==> config.mk <==
export PLATFORM = sky130hd
export DESIGN_NAME = rcfc_cell
export DESIGN_NICKNAME = d
export VERILOG_FILES = /design/src/rtl/rcfc_pkg.sv /design/src/rtl/rcfc_cell.sv
export SDC_FILE = /design/constraint.sdc
export NUM_CORES = 1
export LEC_CHECK = 0
export ABC_AREA = 1
export BUFFER_PORTS_ARGS = -buffer_cell sky130_fd_sc_hd__buf_2
export CAP_MARGIN = 20
export CORE_MARGIN = 10
export CORE_UTILIZATION = 45
export DETAILED_ROUTE_END_ITERATION = 10
export PLACE_DENSITY = 0.84
export SYNTH_ARGS = -nofsm -noshare
export SYNTH_HDL_FRONTEND = slang
export SYNTH_SLANG_ARGS = --single-unit
==> constraint.sdc <==
create_clock -name clk_i -period 3.6 [get_ports clk_i]
set_input_delay 0.18 -clock clk_i [delete_from_list [all_inputs] [get_ports clk_i]]
set_output_delay 0.18 -clock clk_i [all_outputs]
set_load 0.05 [all_outputs]
==> src/rtl/rcfc_pkg.sv <==
// Shared types, constants and codes of the command frame checker.
package rcfc_pkg;

  localparam int unsigned FRAME_BYTES = 8;

  // Frame byte positions.
  localparam int unsigned POS_MAGIC   = 0;
  localparam int unsigned POS_CMD     = 1;
  localparam int unsigned POS_FREQ_HI = 2;
  localparam int unsigned POS_FREQ_LO = 3;
  localparam int unsigned POS_MAG_HI  = 4;
  localparam int unsigned POS_MAG_LO  = 5;
  localparam int unsigned POS_CHECK   = 6;
  localparam int unsigned POS_LAST    = FRAME_BYTES - 1;

  // Result status codes.
  localparam logic [1:0] STATUS_OK      = 2'd0;
  localparam logic [1:0] STATUS_BAD_ENV = 2'd1;
  localparam logic [1:0] STATUS_RANGE   = 2'd2;
  localparam logic [1:0] STATUS_UNKNOWN = 2'd3;

  // Command codes.
  localparam logic [7:0] CMD_SET_REFERENCE = 8'h01;
  localparam logic [7:0] CMD_START_RUN     = 8'h02;
  localparam logic [7:0] CMD_STOP_RUN      = 8'h03;

  // Register byte addresses.
  localparam int unsigned ADDR_W = 4;
  localparam logic [ADDR_W-1:0] ADDR_MAGIC    = 4'h0;
  localparam logic [ADDR_W-1:0] ADDR_TAIL     = 4'h4;
  localparam logic [ADDR_W-1:0] ADDR_MAX_FREQ = 4'h8;
  localparam logic [ADDR_W-1:0] ADDR_MAX_MAG  = 4'hC;

  // Register reset values.
  localparam logic [7:0]  MAGIC_RESET    = 8'hAA;
  localparam logic [7:0]  TAIL_RESET     = 8'h55;
  localparam logic [15:0] MAX_FREQ_RESET = 16'd65535;
  localparam logic [15:0] MAX_MAG_RESET  = 16'd5000;

  // Result packing in the output data word.
  localparam int unsigned OUT_W = 48;

  // What one cell hands to its right-hand neighbor.
  typedef struct packed {
    logic       tok;  // this cell owns the current byte position
    logic [7:0] acc;  // XOR of the frame bytes up to and including this cell
  } rcfc_link_t;

endpackage

==> src/rtl/rcfc_cell.sv <==
// One byte-position cell of the frame checker chain.
module rcfc_cell
  import rcfc_pkg::*;
(
  input  logic       clk_i,
  input  logic       rst_ni,
  input  logic       adv_i,     // a byte transaction completes this cycle
  input  logic       start_i,   // the byte is flagged as frame byte 0
  input  logic       first_i,   // tied high on the cell of byte 0
  input  logic [7:0] byte_i,
  input  logic [7:0] cmp_i,     // value the captured byte is matched against
  input  rcfc_link_t link_i,
  output rcfc_link_t link_o,
  output logic [7:0] byte_o,
  output logic       match_o
);

  logic       hold_q, hold_d;
  logic       tok;
  logic       eff_tok;
  logic [7:0] byte_q;
  logic [7:0] acc_q;
  logic       match_q;

  // The first cell stores its token inverted so that reset leaves it owning.
  assign tok     = first_i ? ~hold_q : hold_q;
  assign eff_tok = start_i ? first_i : tok;
  assign hold_d  = first_i ? ~link_i.tok : link_i.tok;

  always_ff @(posedge clk_i or negedge rst_ni) begin
    if (!rst_ni) begin
      hold_q  <= 1'b0;
      match_q <= 1'b0;
    end else if (adv_i) begin
      hold_q <= hold_d;
      if (eff_tok) begin
        match_q <= (byte_i == cmp_i);
      end
    end
  end

  always_ff @(posedge clk_i) begin
    if (adv_i && eff_tok) begin
      byte_q <= byte_i;
      acc_q  <= link_i.acc ^ byte_i;
    end
  end

  assign link_o.tok = eff_tok;
  assign link_o.acc = acc_q;
  assign byte_o     = byte_q;
  assign match_o    = match_q;

endmodule

==> run_results.csv <==
group,metric,value,unit
critical_path,worstSetupStartpoint,"hold_q$_DFFE_PN0P_",
layout,nets,158,
cts,root_buffer,"clkbuf_4",
critical_path,r2r_end,"acc_q[1]$_DFFE_PP_",
floorplan,die_y,62.9,um
critical_path,arrival,1.23,ns
critical_path,timing.rr.start,"hold_q$_DFFE_PN0P_",
floorplan,rows,15,
power_and_ir_drop,total_power,0.483,mW
yosys,synth.most_common_cell,"nand2_1",
timing,min_period,1.41,ns
critical_path,crit_path_end_kind,"output port",
yosys,yosysTopAreaCell,"edfxtp_1",
placed_design,dpl.hpwl,1.65,mm
cts,htree_levels,1,
yosys,synth_top_area_frac,0.579,
routing,ant_nets,0,
yosys,yosys_register_bits,18,
cts,ctsHoldBuffers,1,
floorplan,start_util,0.475,
power_and_ir_drop,leakage,0.582,nW
timing,tns,0,ns
critical_path,crit_path_max_fanout,3,
cts,cts.clk_slew.worst_paths,0.11,ns
placed_design,pre_cts_ws,2.24,ns
critical_path,endpoint,"link_o[8]",
yosys,ys_top_cells_by_count,"23 x nand2_1, 16 x edfxtp_1, 13 x inv_1",
yosys,synth_area,830,um2
yosys,ys_warn_count,0,
floorplan,ios,48,
global_routing,grt_usage,0.0964,
global_routing,grt_antenna_before_repair,0,
floorplan,dieArea,0.00396,mm2
critical_path,required,3.42,ns
yosys,ys_seq_area_frac,0.640,
floorplan,coreArea,0.00175,mm2
yosys,synth_area_leaders,"edfxtp_1 58%, nand2_1 10%, xor2_1 8.4%",
power_and_ir_drop,vdd_ir_drop_max,0.255,mV
placed_design,io_buffers,47,
power_and_ir_drop,p_per_area,425,mW/mm2
routing,vias,669,
yosys,async_flop_share,0.111,
yosys,syn_nets,106,
timing,rsz0062_at_grt,"no",
timing,finalHoldViolCount,0,
status,status,"complete, no violations",
routing,wl_per_cell,12.9,um
layout,diodes,0,
timing,tightest_slew,0.478,ns
routing,avgViaCountPerCell,4.40,
yosys,synthCells,76,
critical_path,cp-start-kind,"register",
cts,postCtsSetupBuffers,0,
timing,period_share,0.392,
timing,drv_slew,0,
layout,syn_to_final_growth,36.8,%
yosys,ys.flop_type,"edfxtp_1",
cts,tritoncts,"done",
job,drv_cap,0,
worst_hold_path,hp-class,"in -> reg",
global_routing,overflow,0,
cts,cts_buffer_depth,2,
timing,setup_ws,2.19,ns
timing,max_clock_freq,709,MHz
layout,layout-drive-gt1-share,0.433,
layout,fill_cells,150,
routing,drc,0,
cts,cts.sinks,18,
cts,numCtsBuffers,3,
global_routing,grt_max_degree,18,
critical_path,r2r_slack,2.24,ns
routing,dr.pass1.iters,4,
cts,clk-insertion-delay-late,0.29,ns
critical_path,r2r_cells,3,
cts,post_cts_resized,0,
routing,drt_wl_total,1.96,mm
timing,setup_violations,0,
yosys,synth-edff-count,16,
floorplan,die_w,62.9,um
timing,clock_skew,0.00830,ns
timing,slew_headroom,0.680,
global_routing,grt_pass1_wl,3.13,mm
critical_path,crit_type,"reg -> out",
global_routing,grt_pass1_vias,691,
routing,drtIter0Drc,23,
yosys,synth_cell_types,14,
placed_design,gp_congestion,0.612,
yosys,synth_area_per_cell,10.9,um2
-- worst max-delay path: stages, from the launching register on --
cell and delay [ns]:
dfrtp_1 0.41, nand3_1 0.11, nand2_2 0.10, inv_1 0.07, buf_2 0.25
-- cell type report --
type                            count  area [um2]  area share
Timing Repair Buffer               48         245       0.216
Clock buffer                        4        36.3      0.0320
Tap cell                           25        31.3      0.0276
Multi-Input combinational cell     43         239       0.211
Inverter                           14        52.6      0.0463
Sequential cell                    18         531       0.467
-- worst min path at each step --
stage                     startpoint                  end  slack (ns)  cells after the start
after global placement        rst_ni   hold_q$_DFFE_PN0P_       -0.03                      1
after CTS                  byte_i[4]  byte_o[4]$_DFFE_PP_        0.11                      1
after floorplan               rst_ni   hold_q$_DFFE_PN0P_       -0.12                      0
after detailed placement      rst_ni   hold_q$_DFFE_PN0P_       -0.03                      1
after global routing       byte_i[5]  byte_o[5]$_DFFE_PP_        0.11                      1
final                      byte_i[4]  byte_o[4]$_DFFE_PP_        0.11                      1
-- state kept, by name, indices dropped and copies added, names as in the netlist --
signal	cells
acc_q	8
byte_o	8
hold_q	1
match_o	1
-- routing by layer --
| metal | wire, um | part of all wire | global-route usage | vias to the layer above |
|---|---|---|---|---|
| met3 | 171 | 0.087 | 0.0394 | 2 |
| met2 | 927 | 0.47 | 0.168 | 32 |
| met4 | 7 | 0.0036 | 0.0168 | 0 |
| met1 | 851 | 0.43 | 0.108 | 296 |
| li1 | - | - | - | 339 |
| met5 | 0 | 0 | 0 | - |
-- per-stage QoR --
step	hold WS (ns)	util	cell area (um2)	cells
finish	0.110	0.650	1130	152
global route	0.109	0.650	1130	152
CTS	0.113	0.650	1130	152
detailed placement	-0.0307	0.624	1090	147
global placement	-0.0314	0.624	1090	147
floorplan	-0.116	-	830	76
-- cells by family (layout without fill, tap and decap cells) --
family | count (synthesis) | in the layout | synth area share
xor+xnor | 12 | 12 | 0.127
simple gates | 29 | 29 | 0.149
flops | 18 | 18 | 0.640
buf+inv | 15 | 66 | 0.0724
compound gates | 2 | 2 | 0.0121
-- placed cells by master (no fill, tap or decap) --
master,n
buf_2,47
nand2_1,23
edfxtp_1,16
inv_1,13
xor2_1,8
xnor2_1,4
clkbuf_4,3
nand3_1,2
o21ai_1,2
dfrtp_1,2
nand2_2,1
inv_2,1
nor2_4,1
nor2_2,1
nor2_1,1
clkbuf_8,1
dlygate4sd3_1,1
-- where the power goes --
part | internal (mW) | leakage, nW | switching [mW] | total, mW
registers | 0.245 | 0.177 | 0.00335 | 0.248
clock network | 0.0615 | 0.0210 | 0.0612 | 0.123
logic | 0.0329 | 0.384 | 0.0789 | 0.112
total | 0.339 | 0.582 | 0.143 | 0.483
(Power assumes the default switching activity.)
